$ cat src/sv/atmr_pkg.sv
// Shared types and constants of the obstacle table move resolver.
`default_nettype none

package atmr_pkg;

  localparam int Q_W    = 24;          // signed Q16.8 coordinate width
  localparam int SZ_W   = 12;          // size width in whole pixels
  localparam int FRAC_W = 8;           // fraction bits of a coordinate
  localparam int EDGE_W = Q_W + 2;     // edge sums kept at full precision
  localparam int APB_AW = 3;
  localparam int APB_DW = 32;

  // Register indexes (paddr[2])
  localparam logic REG_HITBOX_W = 1'b0;
  localparam logic REG_HITBOX_H = 1'b1;

  localparam logic [SZ_W-1:0] HITBOX_RST = 12'd16;

  // Request codes
  localparam logic REQ_ADD  = 1'b0;
  localparam logic REQ_MOVE = 1'b1;

  typedef enum logic [2:0] {
    ST_IDLE,
    ST_ADD,
    ST_SAT,
    ST_EDGE,
    ST_SCAN,
    ST_DRAIN,
    ST_FIN
  } state_t;

  typedef struct packed {
    logic latch_in;
    logic add_wr;
    logic sat;
    logic edge_ld;
    logic acc_clr;
    logic scan_clr;
    logic rd_issue;
    logic out_load;
  } cmd_t;

  typedef struct packed {
    logic cnt_zero;
    logic scan_last;
  } status_t;

  typedef struct packed {
    logic signed [Q_W-1:0] x;
    logic signed [Q_W-1:0] y;
    logic [SZ_W-1:0]       w;
    logic [SZ_W-1:0]       h;
  } obst_t;

endpackage

`default_nettype wire

$ cat src/sv/atmr_ctrl.sv
// Controller state machine: sequences adds, table scans and result hand-off.
`default_nettype none

module atmr_ctrl (
  input  wire logic              clk,
  input  wire logic              rst,
  input  wire logic              in_valid,
  output logic                   in_ready,
  input  wire logic              req_type,
  output logic                   out_valid,
  input  wire logic              out_ready,
  input  wire atmr_pkg::status_t status,
  output atmr_pkg::cmd_t         cmd
);
  import atmr_pkg::*;

  state_t state;
  state_t state_next;

  always_ff @(posedge clk) begin
    if (rst) begin
      state <= ST_IDLE;
    end else begin
      state <= state_next;
    end
  end

  always_comb begin
    state_next = state;
    cmd        = '0;
    in_ready   = 1'b0;
    unique case (state)
      ST_IDLE: begin
        in_ready = 1'b1;
        if (in_valid) begin
          cmd.latch_in = 1'b1;
          state_next   = (req_type == REQ_MOVE) ? ST_SAT : ST_ADD;
        end
      end
      ST_ADD: begin
        cmd.add_wr = 1'b1;
        state_next = ST_FIN;
      end
      ST_SAT: begin
        cmd.sat     = 1'b1;
        cmd.acc_clr = 1'b1;
        state_next  = ST_EDGE;
      end
      ST_EDGE: begin
        cmd.edge_ld  = 1'b1;
        cmd.scan_clr = 1'b1;
        state_next   = status.cnt_zero ? ST_FIN : ST_SCAN;
      end
      ST_SCAN: begin
        cmd.rd_issue = 1'b1;
        if (status.scan_last) begin
          state_next = ST_DRAIN;
        end
      end
      ST_DRAIN: begin
        state_next = ST_FIN;
      end
      ST_FIN: begin
        if (!out_valid || out_ready) begin
          cmd.out_load = 1'b1;
          state_next   = ST_IDLE;
        end
      end
      default: begin
        state_next = ST_IDLE;
      end
    endcase
  end

  always_ff @(posedge clk) begin
    if (rst) begin
      out_valid <= 1'b0;
    end else if (cmd.out_load) begin
      out_valid <= 1'b1;
    end else if (out_ready) begin
      out_valid <= 1'b0;
    end
  end

endmodule

`default_nettype wire

$ cat config.mk
export PLATFORM = sky130hd
export DESIGN_NAME = atmr_ctrl
export DESIGN_NICKNAME = d
export VERILOG_FILES = /design/src/sv/atmr_pkg.sv /design/src/sv/atmr_ctrl.sv
export SDC_FILE = /design/constraint.sdc
export NUM_CORES = 1
export LEC_CHECK = 0
export BUFFER_PORTS_ARGS = -buffer_cell sky130_fd_sc_hd__buf_2
export CAP_MARGIN = 5
export CORE_AREA = 3 3 40 42
export DETAILED_ROUTE_END_ITERATION = 8
export DIE_AREA = 0 0 43 45
export GPL_TIMING_DRIVEN = 1
export SYNTH_ARGS = -nofsm -noshare
export SYNTH_HDL_FRONTEND = slang
export SYNTH_SLANG_ARGS = --single-unit
$ cat constraint.sdc
create_clock -name clk -period 1.03 [get_ports clk]
set_input_delay 0.1545 -clock clk [delete_from_list [all_inputs] [get_ports clk]]
set_output_delay 0.1545 -clock clk [all_outputs]
set_load 0.05 [all_outputs]
Yosys cells after proc, flatten, opt, wreduce, memory -nomap -nowiden
Cells that the tools add are included.

Flip-flop bits (word level): 4. Output and inout bits: 10. Logic and storage cells: 34.

Equality and inequality tests: 9. Multiplexer cells: 17. Reduce and logical (&&, ||, !) cells: 6.

Operators with widths (number): $pmux 3 s6 (1); $mux 1 (11); $eq 3x3->1 const B (3); $mux 3 (3); $eq 3x2->1 const B (2); $ne 2x2->1 const B (3); $mux 2 (2); $eq 3x1->1 const B (1); $logic_not 3->1 (1); $reduce_and 3->1 (1); $reduce_bool 2->1 (1); $reduce_or 2->1 (1); $logic_not 1->1 (1); $logic_or 1x1->1 (1).

Depth between registers and ports, before layout
Gate-level depths: netlist of run 1.

Word-level depth: 5. Gate-level depth with buffers: 5.

Worst setup path before layout of run 1
OpenSTA, ideal clock, no wires.

Path type: flip-flop to output port. Start point: reg state[0]. End point: out cmd[7] in the netlist's numbering. Data arrival time: 2.207 ns. Slack: -1.331 ns. Cell stages (with the launch flop): 4. Buffers on the path: 1. Cells stage by stage: dfxtp_1 -> clkbuf_1 -> nor3_1 -> and2_1.

RTL lines: start: declaration (line atmr_ctrl.sv:17) `state_t state;`; start signal: assignment (line atmr_ctrl.sv:24) `state <= state_next;`; end: declaration (line atmr_ctrl.sv:13) `output atmr_pkg::cmd_t cmd`.

==> results.yml, run 1 <==
sta:
  fin_crit_sh_pct: 125
  period_minus_slack_ns: 1.29
  max_freq_ghz: 0.778
  fin_ws_ns: -0.255
  slew_violations: 0
  slew_headroom_pct: 80.2
  worstMarginPinSlew_ns: 0.294
  finalHoldViolCount: 0
  whs_ns: 0.117
  setup_viol: 12
  rsz0062_at_grt: "yes"
  fin_worst_skew_ns: 0.0118
  setup-tns-final_ns: -2.34
pwr:
  powerDensity_nw_per_um2: 2000
  p_total_uw: 1280
  p_leak_uw: 0.000282
  peakVddDrop_mv: 0.710
routing:
  vias: 373
  ant_nets: 0
  first_pass_iters: 2
  vias_per_cell: 4.72
  drtIter0Drc: 2
  wl_per_cell_um: 12.2
  drc_errors: 0
  wl_um: 965
yosys:
  synthFlopType: "dfxtp_1"
  synth.area.top_cells: "dfxtp_1 (29%), nor2_1 (8.1%), nor2b_1 (6.8%), and3b_1 (6.3%), buf_4 (5.4%)"
  syn_area_per_cell_sq_um: 7.28
  syn_nets: 45
  synthCells: 38
  synth_common_cells: "nor2_1 (6), dfxtp_1 (4), nand2_1 (3), nor2b_1 (3)"
  seq_area_frac_synth_pct: 29.0
  yosys_warnings: 0
  yosysMostFrequentCell: "nor2_1"
  synth-edff-count: 0
  ys_types: 20
  synth_top_cell_area_share_pct: 29.0
  ys_seq_elements: 4
  synth_area_leader_cell: "dfxtp_1"
  async_reset_ff_share_pct: 0
  synth_area_sq_um: 277
cts:
  insertion_delay_ns: 0.24
  path_clk_slew_ns: 0.04
  clock-root-buffer: "clkbuf_4"
  cts_tree: "done"
  cts_sinks: 4
  htreeDepth: 1
  clock_path_buffers: 2
  numCtsBuffers: 3
  hold_buffers: 0
place:
  port_buffers: 16
  gp_congestion: 0.754
  post-place-ws_ns: -0.269
setup_path:
  worstPathRequired_ns: 0.88
  arrival_ns: 1.13
  r2r_end: "state[1]"
  r2r_setup_slack_ns: -0.24
  crit_fanout: 6
  timing.rr.start: "state[0]"
  critPathKind: "reg -> out"
  start_kind: "register"
  end_kind: "output port"
  worstRegToRegCells: 5
global_route:
  grt_max_degree: 8
  grt-ovfl-total: 0
  grt_pass1_vias: 371
  antenna_found_initial: 0
  grt_pass1_wl_mm: 1.59
  grt_usage_pct: 10.8
final_layout:
  drive_above_1_share_pct: 75.0
  final_util_pct: 50.0
  area_growth_pct: 132
  fillers: 120
  nets: 72
  n_antenna_cell: 0
worst_hold_path:
  hold_path_depth: 2
  hp-class: "in -> reg"
  hold_end: "out_valid"
  holdCritStartpoint: "rst"
floorplanning:
  die_width_um: 43
  fp.coreArea_sq_um: 1280
  initial_utilization_pct: 21.5
  die-height_um: 45
  pin_count: 17
  num_rows: 13
  die_area_sq_um: 1940
flow_run:
  maxCapViolations: 0
status:
  violations: "negative setup slack"
  status: "complete, but fails checks"
[sequential cells by signal, indices dropped and copies added, names as in the netlist]
signal	cells
out_valid	1
state	3
[power breakdown]
| group | internal [uW] | total [uW] | switching, uW |
|---|---|---|---|
| Combinational | 385 | 815 | 430 |
| Clock | 145 | 212 | 66.2 |
| Sequential | 191 | 254 | 62.9 |
| Total | 722 | 1280 | 559 |
[repair_timing]
action / CTS / global route
resized for setup: 34 / 8
cloned: 0 / 0
endpoints found under the setup margin: 13 / 13
setup buffers: 4 / 1
pin swaps: 2 / 6
[worst max-delay path by stage]
stage                     startpoint  endpoint  depth (start not counted)
after floorplan             state[2]    cmd[7]                          3
after global placement      state[1]    cmd[0]                          3
after detailed placement    state[1]    cmd[0]                          3
after CTS                   state[0]    cmd[3]                          3
after global routing        state[0]  state[1]                          5
final                       state[0]    cmd[3]                          3
[per-layer routing]
layer  vias up  track usage (%)  share of wire (%)
met5         -                0                  0
met4         0             5.42                  0
met3         0             1.20                4.5
met2        12             20.1                 57
met1       177             12.1                 39
li1        184                -                  -
[placed cells by master, fill, tap and decap left out]
cell type	netlist	layout
buf_2	2	7
a211oi_2	0	1
o22ai_2	0	1
and4_1	1	1
buf_8	0	4
nor2b_1	3	2
nand2_2	0	1
buf_6	0	10
clkbuf_1	1	1
nor3_4	0	2
nor2_2	0	1
and3b_2	0	1
o21bai_1	1	1
nand3_1	1	1
nand2_1	3	2
o21ai_0	1	1
nor3b_4	0	1
nor4b_2	0	1
buf_4	2	6
clkbuf_4	0	3
nor2b_4	0	1
dfxtp_4	0	4
and3b_1	2	1
and2_4	0	2
nor3b_2	0	1
nor4_2	0	1
nor2_1	6	5
a21oi_1	1	1
[worst max-delay path, cell delays in order (launching register included)]
cell,delay [ns]
dfxtp_4,0.36
buf_6,0.13
nor3b_4,0.22
buf_6,0.19
[cell families (layout without fill, tap and decap cells)]
group | after synthesis | after routing | synth area share [%]
flip-flops | 4 | 4 | 29.0
buffers and inverters | 5 | 31 | 10.4
AO/OA/AOI/OAI | 5 | 5 | 11.3
AND/OR/NAND/NOR | 24 | 24 | 49.3
[per-stage QoR]
step,cells,cell area (sq um)
floorplan,38,375
global placement,71,468
detailed placement,71,468
CTS,79,611
global route,79,642
finish,79,642
[cell type report]
class	instances	area [sq um]	share of cell area (%)
multi-input combinational	29	249	38.8
clock buffer	4	26.3	4.09
sequential	4	95.1	14.8
timing repair buffer	27	253	39.4
tap	15	18.8	2.92
No activity file was read; power rests on OpenSTA's default activity.
==> run 2, diff against run 1 <==
==> constraint.sdc (replaced) <==
create_clock -name clk -period 1.3 [get_ports clk]
set_input_delay 0.195 -clock clk [delete_from_list [all_inputs] [get_ports clk]]
set_output_delay 0.195 -clock clk [all_outputs]
set_load 0.05 [all_outputs]
==> results.yml, run 2 (synthesis gave the netlist of run 1 again) <==
status:
  violations: "negative setup slack"
  status: "complete, but fails checks"
setup_path:
  r2r_setup_slack_ns: 0
  crit_buf_inv: 2
  cp_cell_sequence: "buf_6 -> nor3_4 -> and2_4 -> buf_8"
  endpoint: "cmd[7]"
  crit_fanout: 5
  critPathKind: "reg -> out"
  crit_slowest_cell: "dfxtp_2"
  arrival_ns: 1.18
  r2r_end: "state[0]"
  worstRegToRegCells: 4
  end_kind: "output port"
  start_kind: "register"
  timing.rr.start: "state[1]"
  cp_top_family: "flip-flops"
  worstPathRequired_ns: 1.11
  cp.depth: 4
  slowest_delay_ns: 0.34
  startpoint: "state[1]"
floorplanning:
  die_width_um: 43
  die_area_sq_um: 1940
  pin_count: 17
  initial_utilization_pct: 21.5
  die-height_um: 45
  fp.coreArea_sq_um: 1280
  num_rows: 13
sta:
  fin_worst_skew_ns: 0.00289
  period_minus_slack_ns: 1.37
  fin_crit_sh_pct: 106
  rsz0062_at_grt: "yes"
  worstMarginPinSlew_ns: 0.446
  slew_headroom_pct: 69.8
  max_freq_ghz: 0.729
  fin_ws_ns: -0.0716
  setup_viol: 6
  slew_violations: 0
  finalHoldViolCount: 0
final_layout:
  layout_common_cells: "buf_6 (11), buf_2 (7), buf_4 (6)"
  largest-register: "state"
  drive_above_1_share_pct: 66.1
  fillers: 129
  final_common_cell: "buf_6"
  area_growth_pct: 111
  nets: 71
  largest_reg_flops: 3
  postLayoutCellArea_sq_um: 583
  final_util_pct: 45.4
  n_antenna_cell: 0
  reg.largest.list: "state x3, out_valid x1"
cts:
  insertion_delay_ns: 0.24
  clock-root-buffer: "clkbuf_4"
  clock_path_buffers: 2
  path_clk_slew_ns: 0.04
  cts_sinks: 4
  hold_buffers: 0
  numCtsBuffers: 3
  cts_tree: "done"
  htreeDepth: 1
global_route:
  grt_max_degree: 13
  antenna_found_initial: 0
  grt_pass1_vias: 356
  grt_usage_pct: 11.2
  grt-ovfl-total: 0
  grt_pass1_wl_mm: 1.55
routing:
  drc_errors: 0
  vias: 355
  ant_nets: 0
  drtIter0Drc: 8
  vias_per_cell: 4.61
  first_pass_iters: 3
  wl_um: 932
  wl_per_cell_um: 12.1
pwr:
  peakVddDrop_mv: 0.706
  powerDensity_nw_per_um2: 1680
  p_leak_uw: 0.000267
flow_run:
  maxCapViolations: 0
worst_hold_path:
  hp-class: "in -> reg"
place:
  gp_congestion: 0.794
  port_buffers: 16
  placed_area_sq_um: 438
  hpwlAfterDp_um: 582
-- run 2: cell types whose count changed in the layout (fill, tap and decap cells not counted), sizes merged --
| cell | delta |
|---|---|
| buf | -1 |
| clkbuf | -1 |
-- run 2: routing by layer --
metal,global-route usage [%],wire length (um),up-vias
li1,-,-,179
met1,9.69,356,163
met2,21.6,532,11
met3,2.79,32,2
met4,9.04,10,0
met5,0,0,-
-- run 2: power by group --
| part | internal [uW] | total [uW] | leakage, uW | switching (uW) |
|---|---|---|---|---|
| Combinational | 291 | 621 | 0.000218 | 330 |
| Sequential | 151 | 198 | 0.0000350 | 46.8 |
| Clock | 104 | 161 | 0.0000138 | 57.5 |
-- run 2: worst min path at each step --
stage                     slack, ns  cells after the start  startpoint         to
after global routing           0.17                      2         rst   state[1]
after detailed placement       0.40                      2         rst   state[2]
after global placement         0.41                      2         rst   state[2]
after floorplan                0.26                      1         rst  out_valid
final                          0.15                      2         rst   state[1]
after CTS                      0.15                      2         rst   state[2]
-- run 2: what timing repair did --
| item | CTS | global route |
|---|---|---|
| setup endpoints to repair | 9 | 11 |
| setup buffers | 3 | 1 |
| resized for setup | 24 | 6 |
| pin swaps | 3 | 4 |
-- run 2: cell type report --
cell class	instances	area, sq um	share of cell area [%]
Tap cell	15	18.8	3.22
Multi-Input combinational cell	29	218	37.3
Clock buffer	3	22.5	3.86
Timing Repair Buffer	26	234	40.1
Sequential cell	4	90.1	15.5
-- run 2: metrics by stage --
| step | hold slack (ns) | setup TNS, ns | cells | power [uW] | setup slack, ns |
|---|---|---|---|---|---|
| after global placement | 0.405 | 0 | 70 | 639 | 0.0536 |
| after global routing | 0.167 | -0.833 | 77 | 1040 | -0.123 |
| after CTS | 0.149 | -0.243 | 76 | 922 | -0.0582 |
| final | 0.153 | -0.233 | 77 | 980 | -0.0716 |
| after detailed placement | 0.401 | 0 | 70 | 644 | 0.0571 |
| after floorplan | 0.260 | -0.358 | 38 | 577 | -0.167 |
==> run 3, diff against run 2 <==
==> constraint.sdc (replaced) <==
create_clock -name clk -period 1.24 [get_ports clk]
set_input_delay 0.186 -clock clk [delete_from_list [all_inputs] [get_ports clk]]
set_output_delay 0.186 -clock clk [all_outputs]
set_load 0.05 [all_outputs]
==> results.yml, run 3 (synthesis gave the netlist of run 1 again) <==
setup_path:
  arrival_ns: 1.15
  start_kind: "register"
  crit_fanout: 5
  end_kind: "output port"
  worstPathRequired_ns: 1.05
  critPathKind: "reg -> out"
pwr:
  netSwitchingFraction_pct: 44.7
  seq_power_share_pct: 20.0
  p_sw_uw: 461
  p_leak_uw: 0.000278
  p_comb_share_pct: 62.7
  p_int_uw: 570
  powerDensity_nw_per_um2: 1700
  clkPwrFrac_pct: 17.3
  peakVddDrop_mv: 0.578
place:
  port_buffers: 16
  placed_area_sq_um: 448
  post-place-ws_ns: 0.00528
  gp_congestion: 0.820
  place_inst: 70
sta:
  max_freq_ghz: 0.751
  whs_ns: 0.140
  slew_headroom_pct: 75.8
  setup_viol: 11
  rsz0062_at_grt: "yes"
  fin_worst_skew_ns: 0.00407
  period_minus_slack_ns: 1.33
  fin_ws_ns: -0.0921
  fin_crit_sh_pct: 107
  slew_violations: 0
  worstMarginPinSlew_ns: 0.359
  finalHoldViolCount: 0
routing:
  drc_errors: 0
  wl_um: 835
  vias_per_cell: 4.53
  vias: 349
  wl_met2_um: 401
  wl_met1_um: 390
  routed-wl-met3_um: 28
  ant_nets: 0
  top_layer: "met4"
  drtIter0Drc: 5
  first_pass_iters: 2
  wl_per_cell_um: 10.8
floorplanning:
  die_area_sq_um: 1940
  die-height_um: 45
  initial_utilization_pct: 21.5
  num_rows: 13
  fp.coreArea_sq_um: 1280
  die_width_um: 43
  pin_count: 17
global_route:
  antenna_found_initial: 0
  grt-ovfl-total: 0
  grt_pass1_wl_mm: 1.41
  grt_max_degree: 13
  grt_usage_pct: 9.51
  grt_pass1_vias: 326
cts:
  cts_sinks: 4
  numCtsBuffers: 3
  insertion_delay_ns: 0.24
  htreeDepth: 1
  clock_path_buffers: 2
  path_clk_slew_ns: 0.04
  clock-root-buffer: "clkbuf_4"
  cts_tree: "done"
  hold_buffers: 0
status:
  status: "complete, but fails checks"
  violations: "negative setup slack"
final_layout:
  final_common_cell: "buf_2"
  final_util_pct: 47.3
  nets: 70
  fillers: 133
  area_growth_pct: 120
  largest-register: "state"
  drive_above_1_share_pct: 71.0
  stdcell_count: 77
  largest_reg_flops: 3
  layout_common_cells: "buf_2 (8), buf_6 (7), buf_4 (6)"
  n_antenna_cell: 0
  reg.largest.list: "state x3, out_valid x1"
  postLayoutCellArea_sq_um: 608
flow_run:
  maxCapViolations: 0
worst_hold_path:
  hp-class: "in -> reg"
run 3: path summary, 6_finish.rpt:
check	startpoint	to	slack, ns	cells past startpoint
max	state[0]	cmd[7]	-0.09	4
min	rst	state[1]	0.14	2
max reg2reg	state[1]	state[0]	-0.07	5
min reg2reg	out_valid	state[1]	0.61	3
run 3: timing repair:
action	4_1_cts	5_1_grt
gates resized for setup	29	4
pin swaps	3	0
endpoints found under the setup margin	10	11
hold endpoints to repair	0	0
gates cloned	0	0
buffers inserted	3	0
run 3: final cells by class:
type | instances | area [sq um] | share of cell area, %
clock buffers | 4 | 26.3 | 4.32
multi-input cells | 29 | 246 | 40.5
flip-flops and latches | 4 | 92.6 | 15.2
well taps | 15 | 18.8 | 3.09
repair buffers | 25 | 224 | 36.8
run 3: critical path, stage by stage (launching register included):
cell and delay, ns:
dfxtp_2 0.33, buf_6 0.13, nor3_4 0.15, and2_4 0.16, buf_8 0.13
run 3: per-layer routing:
layer  vias to the layer above  global-route usage, %
met5                         -                      0
met4                         0                   5.42
met1                       159                   12.1
li1                        177                      -
met3                         2                      0
met2                        11                   16.5
run 3: power by group through the flow:
stage               Sequential (uW)  Combinational (uW)  Clock [uW]
finish                          207                 646         178
global route                    212                 682         197
CTS                             200                 633         180
detailed placement              192                 494           0
global placement                192                 491           0
floorplan                       172                 435           0
run 3: metrics by stage:
stage,power (uW),setup TNS (ns)
floorplan,607,-0.524
global placement,683,-0.00601
detailed placement,686,0
CTS,1010,-0.615
global route,1090,-1.20
finish,1030,-0.616
